[src/hw/rtl/assert_macros.svh]
// assertion macros included by the spline kernel
`ifndef ASSERT_MACROS_SVH
`define ASSERT_MACROS_SVH

// same-cycle implication, disabled during reset
`define SQK_ASSERT_IMP(lbl, ante, cons) \
  lbl: assert property (@(posedge clk_i) disable iff (!rst_ni) (ante) |-> (cons)) \
    else $error("assertion failed");

// next-cycle implication, disabled during reset
`define SQK_ASSERT_NXT(lbl, ante, cons) \
  lbl: assert property (@(posedge clk_i) disable iff (!rst_ni) (ante) |=> (cons)) \
    else $error("assertion failed");

`endif

[src/hw/rtl/sqk_pkg.sv]
// types and constants of the quartic spline kernel
package sqk_pkg;

  localparam int unsigned SQ_IN_W   = 40;
  localparam int unsigned SQ_ROOT_W = 20;
  localparam int unsigned SQ_REM_W  = 23;

  localparam int unsigned DV_NUM_W = 56;
  localparam int unsigned DV_DEN_W = 18;

  localparam int unsigned T_W = 18;

  localparam logic [SQ_ROOT_W-1:0] FX_HALF = 20'd32768;
  localparam logic [SQ_ROOT_W-1:0] FX_1P5  = 20'd98304;
  localparam logic [SQ_ROOT_W-1:0] FX_2P5  = 20'd163840;

  localparam logic [1:0] CFG_VALUE_SCALE    = 2'd0;
  localparam logic [1:0] CFG_GRADIENT_SCALE = 2'd1;

  localparam logic signed [79:0] G_MAX = 80'sd2147483647;
  localparam logic signed [79:0] G_MIN = -80'sd2147483648;

  typedef struct packed {
    logic [31:0] z;
    logic [31:0] y;
    logic [31:0] x;
  } sqk_vec_t;

  typedef struct packed {
    logic [31:0] weight;
    logic        neg;
    logic        gzero;
    sqk_vec_t    vec;
  } sqk_div_side_t;

endpackage

[src/hw/rtl/sqk_isqrt.sv]
// pipelined integer square root, one root bit per stage
module sqk_isqrt (
  input  logic                            clk_i,
  input  logic                            rst_ni,
  input  logic                            en_i,
  input  logic                            valid_i,
  input  logic [sqk_pkg::SQ_IN_W-1:0]     rad_i,
  input  sqk_pkg::sqk_vec_t               side_i,
  output logic                            valid_o,
  output logic [sqk_pkg::SQ_ROOT_W-1:0]   root_o,
  output sqk_pkg::sqk_vec_t               side_o
);
  import sqk_pkg::*;

  logic                 v_q [SQ_ROOT_W];
  logic [SQ_IN_W-1:0]   n_q [SQ_ROOT_W];
  logic [SQ_REM_W-1:0]  r_q [SQ_ROOT_W];
  logic [SQ_ROOT_W-1:0] t_q [SQ_ROOT_W];
  sqk_vec_t             e_q [SQ_ROOT_W];

  for (genvar i = 0; i < SQ_ROOT_W; i++) begin : g_stg
    logic                 v_s;
    logic [SQ_IN_W-1:0]   n_s;
    logic [SQ_REM_W-1:0]  r_s;
    logic [SQ_ROOT_W-1:0] t_s;
    sqk_vec_t             e_s;
    logic [SQ_REM_W-1:0]  r2;
    logic [SQ_REM_W-1:0]  trial;
    logic                 ge;

    if (i == 0) begin : g_first
      assign v_s = valid_i;
      assign n_s = rad_i;
      assign r_s = '0;
      assign t_s = '0;
      assign e_s = side_i;
    end else begin : g_next
      assign v_s = v_q[i-1];
      assign n_s = n_q[i-1];
      assign r_s = r_q[i-1];
      assign t_s = t_q[i-1];
      assign e_s = e_q[i-1];
    end

    assign r2    = {r_s[SQ_REM_W-3:0], n_s[SQ_IN_W-1 -: 2]};
    assign trial = {1'b0, t_s, 2'b01};
    assign ge    = (r2 >= trial);

    always_ff @(posedge clk_i or negedge rst_ni) begin
      if (!rst_ni) begin
        v_q[i] <= 1'b0;
      end else if (en_i) begin
        v_q[i] <= v_s;
      end
    end

    always_ff @(posedge clk_i) begin
      if (en_i) begin
        n_q[i] <= {n_s[SQ_IN_W-3:0], 2'b00};
        r_q[i] <= ge ? (r2 - trial) : r2;
        t_q[i] <= {t_s[SQ_ROOT_W-2:0], ge};
        e_q[i] <= e_s;
      end
    end
  end

  assign valid_o = v_q[SQ_ROOT_W-1];
  assign root_o  = t_q[SQ_ROOT_W-1];
  assign side_o  = e_q[SQ_ROOT_W-1];

endmodule

[config.mk]
export PLATFORM = sky130hd
export DESIGN_NAME = sqk_isqrt
export DESIGN_NICKNAME = d
export VERILOG_FILES = /design/src/hw/rtl/assert_macros.svh /design/src/hw/rtl/sqk_pkg.sv /design/src/hw/rtl/sqk_isqrt.sv
export SDC_FILE = /design/constraint.sdc
export NUM_CORES = 2
export LEC_CHECK = 0
export BUFFER_PORTS_ARGS = -buffer_cell sky130_fd_sc_hd__buf_2
export CORE_MARGIN = 2
export CORE_UTILIZATION = 45
export DETAILED_ROUTE_END_ITERATION = 10
export HOLD_SLACK_MARGIN = 0.05
export PLACE_DENSITY = 0.61
export RECOVER_POWER = 25
export SKIP_LAST_GASP = 1
export SYNTH_ARGS = -nofsm -noshare
export SYNTH_HDL_FRONTEND = slang
export SYNTH_SLANG_ARGS = --single-unit
[constraint.sdc]
create_clock -name clk_i -period 3.4 [get_ports clk_i]
set_input_delay 0.51 -clock clk_i [delete_from_list [all_inputs] [get_ports clk_i]]
set_output_delay 0.51 -clock clk_i [all_outputs]
set_load 0.02 [all_outputs]
==> summary.md <==
| Metric | Value |
|---|---|
| Outcome | `finished with violations` |
| Failing checks | `max-capacitance violations, max-slew violations` |
| # H-tree levels | `5` |
| Final hold violation count | `0` |
| Place WS | `0.215 ns` |
| Sw frac | `between 20% and 30%` |
| Non-Filler Instances | `9,365` |
| Reg clk slew, reported paths | `0.06 ns` |
| Leading register cell type out of synthesis | `edfxtp_1` |
| Worst-Skew Late Latency | `0.94 ns` |
| Syn Nets | `5,707` |
| Comb power frac | `7.6%` |
| Final period util | `94.1%` |
| TritonCTS clock tree | `yes` |
| Int Pwr | `around 0.065 W` |
| Core area | `227,000 um^2` |
| Xor and xnor fraction of the mapped netlist area | `2.45%` |
| Post-route DRC | `0` |
| Row cnt | `175` |
| DR WL/cell | `15.9 um` |
| Nets | `~6,500` |
| Cell count after synthesis | `approximately 5,300` |
| Post-synth EDFFs | `slightly below 3,000` |
| All-Layer GR Usage | `12.8%` |
| Setup WS post-layout | `0.201 ns` |
| Yosys warns | `0` |
| Worst Path Required | `a little over 4 ns` |
| Initial core utilization | `45.3%` |
| Minimum clock period | `between 3 and 4 ns` |
| Vias in the first global route | `roughly 46,000` |
| Syn avg cell area | `19.3 um^2` |
| TNS Setup | `0 ns` |
| Ys async rst share | `0.689%` |
| Commonest non-fill, non-tap cells in the layout | `edfxtp_1, clkbuf_16, inv_1` |
| TritonCTS buffer count | `approximately 320` |
| Pwr/cell area | `just under 700 nW/um^2` |
| Max clock buf depth | `4` |
| Reg-to-reg slack, setup | `~0.2 ns` |
| Worst slew pin tran | `3.26 ns` |
| Pre-Repair DR Iteration Count | `5` |
| PortBufs | `256` |
| ANT nets after route | `0` |
| GRT overflow | `0` |
| Initial antenna violation count | `1` |
| CP startpoint kind | `flop` |
| Detailed Place HPWL | `just over 90,000 um` |
| Area of the mapped netlist | `around 100,000 um^2` |
| Worst Hold Class | `primary input to flop` |
| Switching pwr | `around 0.018 W` |
| First-pass GRT wire length | `239,000 um` |
| Routed vias | `45,100` |
| Area Overhead vs Synth | `17.1%` |
| Pleak | `43.3 nW` |
| Die Footprint | `232,000 um^2` |
| Width of the die | `482 um` |
| DR vias/cell | `4.82` |
| Ports | `257` |
| Fmax | `313 MHz` |
| Setup violations, final | `0` |
| Die height | `482 um` |
| Gpl congestion | `0.883` |
| Sequential power share | `53.2%` |
| Crit. End Element | `flop` |
| Largest family of logic cells by synthesized area | `simple AND/OR/NAND/NOR gates` |
| Adder-cell share of the synthesized area | `2.81%` |
| Number of DRC markers in iteration 0 | `2,484` |
| Max Slew Vio Count | `34` |
| VDD IR max | `0.000464 V` |
| Largest net degree at the start of global routing | `127` |
| Clock share of power | `39.2%` |
| Simple-Gate Fraction of Synth Area | `4.22%` |
| Max Cap Viol | `1` |
| Slew headroom | `-117%` |
| Sequential share of the synthesized area | `84.6%` |
| RSZ-0062 raised after global routing | `false` |
| Clk sinks | `2,903` |
| Hold Slack | `0.275 ns` |
| Setup CP Type | `flop to flop` |
| Synth unique cells | `86` |
| Number of synthesized register bits | `between 2,000 and 3,000` |
| Commonest non-fill, non-tap cell in the layout | `edfxtp_1` |
| Root Driver | `clkbuf_16` |
| Routed WL | `149,000 um` |
| Post-synthesis compound-gate area fraction | `between 3 and 4%` |
| CP max FO | `18` |
| Layout cells sized above 1 | `13.9%` |
| Worst endpoint data arrival time | `between 3 and 4 ns` |
| Skew final | `0.0785 ns` |
| Placed insts | `slightly below 9,000` |
| Post-synthesis mux area share | `0.767%` |
## through the flow
stage | power, W | area (um^2) | util [%]
after floorplan | 0.0483 | 103000 | -
after global placement | 0.0506 | 109000 | 48.1
after detailed placement | 0.0509 | 109000 | 48.1
after CTS | 0.0839 | 121000 | 53.0
after global routing | 0.0863 | 120000 | 53.0
final | 0.0826 | 120000 | 53.0
## flip-flops by register name (all words and copies together) (netlist names)
name,flops
e_q,1920
g_stg.v_s,19
n_q,380
r_q,373
t_q,210
valid_o,1
## per-layer routing
layer	track usage [%]	wire [um]	vias to the layer above
li1	-	-	22100
met1	15.4	61800	21900
met2	22.2	75900	769
met3	2.95	6140	363
met4	5.41	5330	0
met5	0	0	-
## logic make-up (layout without fill, tap and decap cells)
family | after synthesis | in the layout
flops | 2903 | 2903
compound gates | 642 | 642
other cells | 1 | 5
fa+ha+maj | 231 | 231
buf+inv | 335 | 1351
mux | 71 | 71
xor+xnor | 288 | 288
simple gates | 865 | 865
## layout make-up
type / count / area, um^2
clock buffer: 388 / 8360
clock inverter: 157 / 1540
sequential: 2903 / 87100
multi-input combinational: 2098 / 14500
antenna: 4 / 10.0
tap: 3009 / 3760
inverter: 279 / 1050
fill: 17700 / 107000
timing repair buffer: 527 / 4150
## critical path, cell delays in order, from the launching register on
cell and delay, ns:
edfxtp_1 0.41, ha_1 0.40, o211ai_1 0.14, a21oi_1 0.24, and4b_1 0.27, o31ai_2 0.43, a22o_1 0.22, or2_2 0.36
or4b_1 0.47, nand2_1 0.07
## path summary, 6_finish.rpt
path | cells past startpoint | start | endpoint
max | 9 | r_q[17][1]$_DFFE_PP_ | r_q[18][20]$_DFFE_PP_
min | 2 | side_i[69] | e_q[0][69]$_DFFE_PP_
max reg2reg | 9 | r_q[17][1]$_DFFE_PP_ | r_q[18][20]$_DFFE_PP_
min reg2reg | 0 | e_q[3][66]$_DFFE_PP_ | e_q[4][66]$_DFFE_PP_
max in group asynchronous | 3 | rst_ni | g_stg[10].v_s$_DFFE_PN0P_
min in group asynchronous | 3 | rst_ni | g_stg[11].v_s$_DFFE_PN0P_
## power by group through the flow
stage | logic, W | clock network (W) | registers (W)
final | 0.00627 | 0.0324 | 0.0439
after global routing | 0.00707 | 0.0350 | 0.0442
after CTS | 0.00632 | 0.0336 | 0.0440
after detailed placement | 0.00616 | 0 | 0.0447
after global placement | 0.00605 | 0 | 0.0446
after floorplan | 0.00396 | 0 | 0.0443
## cells in the mapped netlist, types with 52 or more instances
| cell type | n | area (um^2) |
|---|---|---|
| xnor2_1 | 151 | 1320 |
| nand2_1 | 208 | 781 |
| a21oi_1 | 225 | 1130 |
| mux2_2 | 63 | 709 |
| inv_1 | 278 | 1040 |
| nor3_1 | 77 | 385 |
| a21o_1 | 58 | 435 |
| xor2_1 | 137 | 1200 |
| o21a_1 | 52 | 390 |
| nor2_1 | 222 | 833 |
| o21ai_0 | 155 | 776 |
| edfxtp_1 | 2883 | 86600 |
| ha_1 | 231 | 2890 |
| nand3_1 | 53 | 265 |
## what timing repair did
action	4_1_cts	5_1_grt
gates resized for setup	0	1
endpoints found under the hold margin	158	0
hold buffers	140	0
setup buffers	0	0
setup endpoints to repair	0	2
(Power assumes the default switching activity.)
